## config.mk

```make
export PLATFORM = sky130hd
export DESIGN_NAME = min_heap_priority_queue
export DESIGN_NICKNAME = d
export VERILOG_FILES = /design/src/hdl/mhpq_pkg.sv /design/src/hdl/mhpq_ram.sv /design/src/hdl/mhpq_dp.sv /design/src/hdl/mhpq_ctrl.sv /design/src/hdl/min_heap_priority_queue.sv
export SDC_FILE = /design/constraint.sdc
export NUM_CORES = 1
export LEC_CHECK = 0
export ABC_CLOCK_PERIOD_IN_PS = 19020
export BUFFER_PORTS_ARGS = -buffer_cell sky130_fd_sc_hd__buf_2
export CORE_UTILIZATION = 40
export CTS_BUF_LIST = sky130_fd_sc_hd__clkbuf_16
export DETAILED_ROUTE_END_ITERATION = 8
export GPL_ROUTABILITY_DRIVEN = 0
export HOLD_SLACK_MARGIN = 0.06
export SETUP_SLACK_MARGIN = 0.4
export SYNTH_ARGS = -nofsm -noshare
export SYNTH_HDL_FRONTEND = slang
export SYNTH_HIERARCHICAL = 1
export SYNTH_SLANG_ARGS = --single-unit
```

## constraint.sdc

```tcl
create_clock -name clk -period 19.02 [get_ports clk]
set_input_delay 0.951 -clock clk [delete_from_list [all_inputs] [get_ports clk]]
set_output_delay 0.951 -clock clk [all_outputs]
set_load 0.05 [all_outputs]
```

## src/hdl/mhpq_pkg.sv

```systemverilog
// ----------------------------------------------------------------------------
// mhpq_pkg
// Shared types and constants for the min-heap priority queue.
// ----------------------------------------------------------------------------
package mhpq_pkg;

	localparam int unsigned DEPTH_DEF = 16;
	localparam int unsigned VAL_W     = 32;
	localparam int unsigned CNT_OUT_W = 5;

	typedef enum logic [1:0] {
		OP_ENQ = 2'd0,
		OP_DEQ = 2'd1,
		OP_CLR = 2'd2,
		OP_NOP = 2'd3
	} op_t;

	typedef enum logic [1:0] {
		ST_OK    = 2'd0,
		ST_FULL  = 2'd1,
		ST_EMPTY = 2'd2,
		ST_RSVD  = 2'd3
	} status_t;

	typedef enum logic [2:0] {
		RD_ROOT,
		RD_PARENT,
		RD_LAST,
		RD_LEFT,
		RD_RIGHT
	} rd_sel_t;

	typedef struct packed {
		logic [1:0]               opcode;
		logic signed [VAL_W-1:0]  item_value;
	} in_item_t;

	typedef struct packed {
		logic signed [VAL_W-1:0]  out_value;
		logic                     out_valid;
		logic [1:0]               status;
		logic [CNT_OUT_W-1:0]     item_count;
	} out_item_t;

	// controller to datapath
	typedef struct packed {
		logic    load_item;
		logic    pos_count;
		logic    pos_zero;
		logic    rd_en;
		rd_sel_t rd_sel;
		logic    cap_taken;
		logic    cap_last;
		logic    cap_left;
		logic    step_up;
		logic    step_down;
		logic    use_right;
		logic    place;
		logic    cnt_inc;
		logic    cnt_dec;
		logic    cnt_clr;
	} dp_cmd_t;

	// datapath to controller
	typedef struct packed {
		logic full;
		logic empty;
		logic at_root;
		logic no_left;
		logic no_right;
		logic up;
		logic sink;
	} dp_flags_t;

endpackage

```

## src/hdl/mhpq_ram.sv

```systemverilog
// ----------------------------------------------------------------------------
// mhpq_ram
// Generic single-write, single-read RAM with registered read data.
// ----------------------------------------------------------------------------
module mhpq_ram #(
	parameter int unsigned WIDTH = 32,
	parameter int unsigned DEPTH = 16
) (
	input  logic                     clk,
	input  logic                     wr_en,
	input  logic [$clog2(DEPTH)-1:0] wr_addr,
	input  logic [WIDTH-1:0]         wr_data,
	input  logic                     rd_en,
	input  logic [$clog2(DEPTH)-1:0] rd_addr,
	output logic [WIDTH-1:0]         rd_data
);

	logic [WIDTH-1:0] mem_q [DEPTH];

	always_ff @(posedge clk) begin
		if (wr_en) begin
			mem_q[wr_addr] <= wr_data;
		end
		if (rd_en) begin
			rd_data <= mem_q[rd_addr];
		end
	end

endmodule

```

## src/hdl/mhpq_dp.sv

```systemverilog
// ----------------------------------------------------------------------------
// mhpq_dp
// Heap datapath: entry count, sift position, moving value, heap RAM and
// the child/parent compares.
// ----------------------------------------------------------------------------
module mhpq_dp
	import mhpq_pkg::*;
#(
	parameter int unsigned DEPTH = DEPTH_DEF
) (
	input  logic                    clk,
	input  logic                    arst_n,
	input  dp_cmd_t                 cmd,
	input  logic signed [VAL_W-1:0] item_value,
	output dp_flags_t               flags,
	output logic signed [VAL_W-1:0] taken,
	output logic [CNT_OUT_W-1:0]    item_count
);

	localparam int unsigned AW = $clog2(DEPTH);
	localparam int unsigned CW = $clog2(DEPTH + 1);
	localparam int unsigned IW = AW + 2;

	logic [CW-1:0]           cnt_q;
	logic [AW-1:0]           pos_q;
	logic signed [VAL_W-1:0] v_q;
	logic signed [VAL_W-1:0] lv_q;
	logic signed [VAL_W-1:0] taken_q;

	logic [AW-1:0]           parent;
	logic [IW-1:0]           left_w;
	logic [IW-1:0]           right_w;
	logic [IW-1:0]           n_w;
	logic [AW-1:0]           left;
	logic [AW-1:0]           right;
	logic [AW-1:0]           last;
	logic [AW-1:0]           pick;
	logic                    take_right;
	logic signed [VAL_W-1:0] pval;
	logic signed [VAL_W-1:0] rd_data;
	logic [AW-1:0]           rd_addr;
	logic                    wr_en;
	logic signed [VAL_W-1:0] wr_data;
	logic [CW+CNT_OUT_W-1:0] cnt_ext;

	assign parent  = (pos_q - AW'(1)) >> 1;
	assign left_w  = {1'b0, pos_q, 1'b1};
	assign right_w = left_w + IW'(1);
	assign n_w     = IW'(cnt_q);
	assign left    = left_w[AW-1:0];
	assign right   = right_w[AW-1:0];
	assign last    = AW'(cnt_q);

	// pick the right child when left >= right
	assign take_right = cmd.use_right && (lv_q >= rd_data);
	assign pval       = cmd.use_right ? (take_right ? rd_data : lv_q) : rd_data;
	assign pick       = take_right ? right : left;

	always_comb begin
		unique case (cmd.rd_sel)
			RD_ROOT:   rd_addr = '0;
			RD_PARENT: rd_addr = parent;
			RD_LAST:   rd_addr = last;
			RD_LEFT:   rd_addr = left;
			RD_RIGHT:  rd_addr = right;
			default:   rd_addr = '0;
		endcase
	end

	assign wr_en   = cmd.place || cmd.step_up || cmd.step_down;
	assign wr_data = cmd.place ? v_q : (cmd.step_up ? rd_data : pval);

	mhpq_ram #(
		.WIDTH(VAL_W),
		.DEPTH(DEPTH)
	) u_heap (
		.clk     (clk),
		.wr_en   (wr_en),
		.wr_addr (pos_q),
		.wr_data (wr_data),
		.rd_en   (cmd.rd_en),
		.rd_addr (rd_addr),
		.rd_data (rd_data)
	);

	always_ff @(posedge clk or negedge arst_n) begin
		if (!arst_n) begin
			cnt_q <= '0;
		end else if (cmd.cnt_clr) begin
			cnt_q <= '0;
		end else if (cmd.cnt_inc) begin
			cnt_q <= cnt_q + CW'(1);
		end else if (cmd.cnt_dec) begin
			cnt_q <= cnt_q - CW'(1);
		end
	end

	always_ff @(posedge clk) begin
		if (cmd.load_item) begin
			v_q <= item_value;
		end else if (cmd.cap_last) begin
			v_q <= rd_data;
		end
		if (cmd.pos_count) begin
			pos_q <= AW'(cnt_q);
		end else if (cmd.pos_zero) begin
			pos_q <= '0;
		end else if (cmd.step_up) begin
			pos_q <= parent;
		end else if (cmd.step_down) begin
			pos_q <= pick;
		end
		if (cmd.cap_left) begin
			lv_q <= rd_data;
		end
		if (cmd.cap_taken) begin
			taken_q <= rd_data;
		end
	end

	assign flags.full     = (cnt_q >= CW'(DEPTH));
	assign flags.empty    = (cnt_q == '0);
	assign flags.at_root  = (pos_q == '0);
	assign flags.no_left  = (left_w >= n_w);
	assign flags.no_right = (right_w >= n_w);
	assign flags.up       = (rd_data > v_q);
	assign flags.sink     = (v_q > pval);

	assign taken      = taken_q;
	assign cnt_ext    = {{CNT_OUT_W{1'b0}}, cnt_q};
	assign item_count = cnt_ext[CNT_OUT_W-1:0];

endmodule

```

## src/hdl/mhpq_ctrl.sv

```systemverilog
// ----------------------------------------------------------------------------
// mhpq_ctrl
// Sequencer for enqueue sift-up, dequeue sift-down and the clear, no-op and rejected operations.
// ----------------------------------------------------------------------------
module mhpq_ctrl
	import mhpq_pkg::*;
(
	input  logic      clk,
	input  logic      arst_n,
	input  logic      start,
	input  logic [1:0] opcode,
	input  dp_flags_t flags,
	output dp_cmd_t   cmd,
	output logic      busy,
	output logic      done,
	output logic      out_valid,
	output status_t   status
);

	typedef enum logic [2:0] {
		S_IDLE,
		S_EU_CHK,
		S_EU_CMP,
		S_DQ_LAST,
		S_DQ_LOAD,
		S_SD_CHK,
		S_SD_LEFT,
		S_SD_RIGHT
	} state_t;

	state_t  state_q;
	logic    done_q;
	logic    valid_q;
	status_t status_q;
	op_t     op;

	assign op = op_t'(opcode);

	always_comb begin
		cmd = '0;
		cmd.rd_sel = RD_ROOT;
		unique case (state_q)
			S_IDLE: begin
				if (start) begin
					unique case (op)
						OP_ENQ: begin
							if (!flags.full) begin
								cmd.load_item = 1'b1;
								cmd.pos_count = 1'b1;
								cmd.cnt_inc   = 1'b1;
							end
						end
						OP_DEQ: begin
							if (!flags.empty) begin
								cmd.rd_en   = 1'b1;
								cmd.rd_sel  = RD_ROOT;
								cmd.cnt_dec = 1'b1;
							end
						end
						OP_CLR:  cmd.cnt_clr = 1'b1;
						default: cmd = '0;
					endcase
				end
			end
			S_EU_CHK: begin
				if (flags.at_root) begin
					cmd.place = 1'b1;
				end else begin
					cmd.rd_en  = 1'b1;
					cmd.rd_sel = RD_PARENT;
				end
			end
			S_EU_CMP: begin
				if (flags.up) begin
					cmd.step_up = 1'b1;
				end else begin
					cmd.place = 1'b1;
				end
			end
			S_DQ_LAST: begin
				cmd.cap_taken = 1'b1;
				cmd.rd_en     = 1'b1;
				cmd.rd_sel    = RD_LAST;
				cmd.pos_zero  = 1'b1;
			end
			S_DQ_LOAD: cmd.cap_last = 1'b1;
			S_SD_CHK: begin
				if (flags.no_left) begin
					cmd.place = 1'b1;
				end else begin
					cmd.rd_en  = 1'b1;
					cmd.rd_sel = RD_LEFT;
				end
			end
			S_SD_LEFT: begin
				cmd.cap_left = 1'b1;
				if (!flags.no_right) begin
					cmd.rd_en  = 1'b1;
					cmd.rd_sel = RD_RIGHT;
				end else if (flags.sink) begin
					cmd.step_down = 1'b1;
				end else begin
					cmd.place = 1'b1;
				end
			end
			S_SD_RIGHT: begin
				cmd.use_right = 1'b1;
				if (flags.sink) begin
					cmd.step_down = 1'b1;
				end else begin
					cmd.place = 1'b1;
				end
			end
			default: cmd = '0;
		endcase
	end

	always_ff @(posedge clk or negedge arst_n) begin
		if (!arst_n) begin
			state_q  <= S_IDLE;
			done_q   <= 1'b0;
			valid_q  <= 1'b0;
			status_q <= ST_OK;
		end else begin
			done_q <= 1'b0;
			unique case (state_q)
				S_IDLE: begin
					if (start) begin
						valid_q  <= 1'b0;
						status_q <= ST_OK;
						unique case (op)
							OP_ENQ: begin
								if (flags.full) begin
									done_q   <= 1'b1;
									status_q <= ST_FULL;
								end else begin
									state_q <= S_EU_CHK;
								end
							end
							OP_DEQ: begin
								if (flags.empty) begin
									done_q   <= 1'b1;
									status_q <= ST_EMPTY;
								end else begin
									state_q <= S_DQ_LAST;
								end
							end
							default: done_q <= 1'b1;
						endcase
					end
				end
				S_EU_CHK: begin
					if (flags.at_root) begin
						state_q <= S_IDLE;
						done_q  <= 1'b1;
					end else begin
						state_q <= S_EU_CMP;
					end
				end
				S_EU_CMP: begin
					if (flags.up) begin
						state_q <= S_EU_CHK;
					end else begin
						state_q <= S_IDLE;
						done_q  <= 1'b1;
					end
				end
				S_DQ_LAST: state_q <= S_DQ_LOAD;
				S_DQ_LOAD: state_q <= S_SD_CHK;
				S_SD_CHK: begin
					if (flags.no_left) begin
						state_q <= S_IDLE;
						done_q  <= 1'b1;
						valid_q <= 1'b1;
					end else begin
						state_q <= S_SD_LEFT;
					end
				end
				S_SD_LEFT: begin
					if (!flags.no_right) begin
						state_q <= S_SD_RIGHT;
					end else if (flags.sink) begin
						state_q <= S_SD_CHK;
					end else begin
						state_q <= S_IDLE;
						done_q  <= 1'b1;
						valid_q <= 1'b1;
					end
				end
				S_SD_RIGHT: begin
					if (flags.sink) begin
						state_q <= S_SD_CHK;
					end else begin
						state_q <= S_IDLE;
						done_q  <= 1'b1;
						valid_q <= 1'b1;
					end
				end
				default: state_q <= S_IDLE;
			endcase
		end
	end

	assign busy      = (state_q != S_IDLE);
	assign done      = done_q;
	assign out_valid = valid_q;
	assign status    = status_q;

endmodule

```

## src/hdl/min_heap_priority_queue.sv

```systemverilog
// Sequence: clear, no-op, full enqueue and empty dequeue raise the beat straight from idle;
//   enqueue reads the parent at each level and climbs until it stops below the root or reaches it;
//   dequeue reads the root, then the last entry, then per level the left and any right child.
// Flow: one item at a time; start is taken only while idle. The receiver cannot stall.
// Reset: arst_n clears the controller and the entry count; heap RAM is not cleared.
// ----------------------------------------------------------------------------
// min_heap_priority_queue
// Binary min-heap priority queue: enqueue with sift-up, dequeue of the
// smallest value with sift-down, and clear. One result beat per item.
// ----------------------------------------------------------------------------
module min_heap_priority_queue
	import mhpq_pkg::*;
#(
	parameter int unsigned DEPTH = DEPTH_DEF
) (
	input  logic      clk,
	input  logic      arst_n,
	input  logic      start,
	output logic      busy,
	input  in_item_t  in_item,
	output logic      done,
	output out_item_t result
);

	dp_cmd_t                 cmd;
	dp_flags_t               flags;
	logic signed [VAL_W-1:0] taken;
	logic [CNT_OUT_W-1:0]    item_count;
	logic                    out_valid;
	status_t                 status;

	// Sequencer: decode the opcode, walk the heap levels, raise the beat.
	mhpq_ctrl u_ctrl (
		.clk       (clk),
		.arst_n    (arst_n),
		.start     (start),
		.opcode    (in_item.opcode),
		.flags     (flags),
		.cmd       (cmd),
		.busy      (busy),
		.done      (done),
		.out_valid (out_valid),
		.status    (status)
	);

	// Datapath: hold the count, the moving value and the heap RAM.
	mhpq_dp #(
		.DEPTH(DEPTH)
	) u_dp (
		.clk        (clk),
		.arst_n     (arst_n),
		.cmd        (cmd),
		.item_value (in_item.item_value),
		.flags      (flags),
		.taken      (taken),
		.item_count (item_count)
	);

	// Drop the removed value to zero unless this beat carries a dequeue.
	always_comb begin
		result.out_value  = out_valid ? taken : '0;
		result.out_valid  = out_valid;
		result.status     = status;
		result.item_count = item_count;
	end

endmodule
```

==> flow_summary.toml <==
[sta]
fin_setup_tns_ns = 0
hold_viol = 0
max_slew.worst_pin.slew_ns = 1.38
final-setup-viol-count = 0
relSlewSlack = 0.0754
rsz0062_at_grt = "no"
max_freq_mhz = 114
post-route-min-period_ns = 8.76
maxSlewViolCount = 0
period_share = 0.461
clock_skew_ns = 0.0279
worst_slack_ns = 10.26

[die]
die_area_um2 = 72600
core-area_um2 = 70400
start_util = 0.407
die_y_um = 269
ios = 79
rows = 97
die_width_um = 269

[logic_synthesis]
ys_seq_area_frac = 0.686
synth_area_leaders = "edfxtp_1, mux4_2, ha_1, a22oi_1, nand2_1"
yosys-top-cells-count = "edfxtp_1, mux4_2, nand2_1"
ys_seq_elements = 656
ys_async_sr_fraction = 0.0183
synth_most_common_cell = "edfxtp_1"
synth_area_per_cell_um2 = 16.4
netlist-cell-type-count = 63
synth_top_cell_area_share = 0.676
synth_edf_count = 644
synth_fp_nets = 1894
synth_cells = 1747
netlist_area_um2 = 28600
ys.warnings.count = 6
ys.flop_type = "edfxtp_1"
synth_top_area_cell = "edfxtp_1"

[global_route]
overflow = 0
grt_pass1_vias = 16800
grt_pass1_wl_um = 109000
grt.total_usage = 0.202
antenna_found_initial = 1
grt_max_degree = 101

[detailed_routing]
viasPerCell = 5.87
routed_wl_um = 73100
dr.pass1.iters = 5
routedWlPerCell_um = 25.6
vias = 16700
ant_nets = 0
drtIter0Drc = 1618
drc = 0

[placed_design]
pre_cts_slack_ns = 10.29
dp_hpwl_um = 45400
io_buffers = 78

[cells_and_area]
postLayoutCoreUtil = 0.463
fillers = 6108
drive_gt1_frac = 0.228
synthToLayoutAreaGrowth_pct = 13.8
diodes = 0
final_nets = 2007

[clocking]
ctsHoldBuffers = 0
clockBufferDepth = 3
ctsResizeCount = 0
clkSinkCount = 656
clkTransAtPathRegs_ns = 0.06
clock_latency_ns = 0.62
cts_root_buf = "clkbuf_16"
cts_made_buffers = 69
postCtsSetupRepairBufs = 0
htreeDepth = 3
cts_tree = "built"

[pwr]
power.density_nw_per_um2 = 198
max-vdd-ir-drop_v = 0.000205
p_leak_nw = 11.0

[worst_setup_path]
cp-startpoint = "u_dp/u_heap/rd_data[19]"
worstSetupPathType = "reg2reg"
required_ns = 19.23
start_kind = "flip-flop"
crit_path_end_kind = "flip-flop"
arrival_ns = 8.97
cp_max_fo = 66
r2r_start = "u_dp/u_heap/rd_data[19]"
worstRegToRegCells = 25
r2r_slack_ns = 10.26
reg2reg_to = "u_dp/u_heap/mem_q[1][12]"

[worst_hold_path]
hold_path.class = "in2async"

[status]
outcome = "finished, final reports clean"

[run]
maxCapViolCount = 0
-- power by group --
group,internal [mW],switching (mW)
Sequential,2.28,0.163
Clock,0.692,0.558
Combinational,0.973,1.77
Total,3.94,2.49
-- cells by family (layout without fill, tap and decap cells) --
logic type	Yosys count	in the layout	share of synthesized area
fa+ha+maj	110	110	0.0484
buf+inv	177	341	0.0260
flops	656	656	0.686
simple gates	382	382	0.0678
compound gates	279	279	0.0658
xor+xnor	7	7	0.00214
mux	136	136	0.104
-- metal layers --
layer / vias up / wire (um) / global-route usage / part of all wire
met2: 657 / 34300 / 0.320 / 0.47
met3: 106 / 5280 / 0.0375 / 0.072
li1: 7190 / - / - / -
met4: 0 / 1460 / 0.0534 / 0.020
met1: 8785 / 32000 / 0.287 / 0.44
met5: - / 0 / 0 / 0
-- state kept, by name, summed over array words and instances, names as in the netlist, 3 cells and up --
| register | flops |
|---|---|
| u_dp/taken | 32 |
| u_dp/lv_q | 32 |
| u_dp/u_heap/mem_q | 512 |
| u_dp/u_heap/rd_data | 32 |
| u_dp/item_count | 5 |
| u_dp/v_q | 32 |
| u_ctrl/state_q | 3 |
| u_dp/pos_q | 4 |
-- area by class of cell --
type	instances	area (um^2)	area share
Timing Repair Buffer	136	838	0.0257
Multi-Input combinational cell	914	8520	0.262
Inverter	83	312	0.00957
Sequential cell	656	19600	0.603
Tap cell	940	1180	0.0361
Clock buffer	69	1730	0.0530
Clock inverter	53	350	0.0108
-- worst max path at each step --
stage                               endpoint  cells past startpoint
detailed placement  u_dp/u_heap/mem_q[1][15]                     25
finish              u_dp/u_heap/mem_q[1][12]                     25
CTS                 u_dp/u_heap/mem_q[2][10]                     25
global route         u_dp/u_heap/mem_q[3][6]                     25
global placement    u_dp/u_heap/mem_q[2][11]                     25
floorplan            u_dp/u_heap/mem_q[0][0]                     25
-- critical path, stage by stage (launching register included) --
cell,delay (ns)
edfxtp_1,0.41
inv_1,0.10
ha_1,0.32
nand2_1,0.06
o21ai_0,0.33
or4b_1,0.52
a31o_2,0.30
a221oi_4,0.29
buf_4,0.45
nor2_1,0.08
a21oi_1,0.14
ha_1,0.26
a21o_1,0.18
a21o_1,0.18
a21o_1,0.18
a211oi_1,0.38
o22ai_1,0.17
or3b_2,0.47
mux2i_1,0.19
nand2b_1,0.17
a2111oi_0,0.48
or3_2,0.20
buf_4,0.59
or3_1,0.28
or3b_2,0.58
nor2_4,0.90
-- layout by cell type (no fill, tap or decap), types with 61 or more instances in the layout --
cell type,Yosys,final
edfxtp_1,644,644
mux4_2,128,128
nand2_1,126,126
ha_1,109,109
inv_1,83,100
buf_2,16,78
clkbuf_16,0,69
a22oi_1,66,66
nor2_1,77,61
a21oi_1,61,61
-- stage by stage --
stage               std cells  power, mW  hold WS [ns]  area [um^2]
floorplan                1747       4.19         0.473        28600
global placement         2729       5.15         0.464        30500
detailed placement       2729       5.21         0.459        30500
CTS                      2851       6.47         0.179        32500
global route             2851       6.76         0.193        32600
finish                   2851       6.43         0.202        32600
Power figures use the tool's default switching activity.
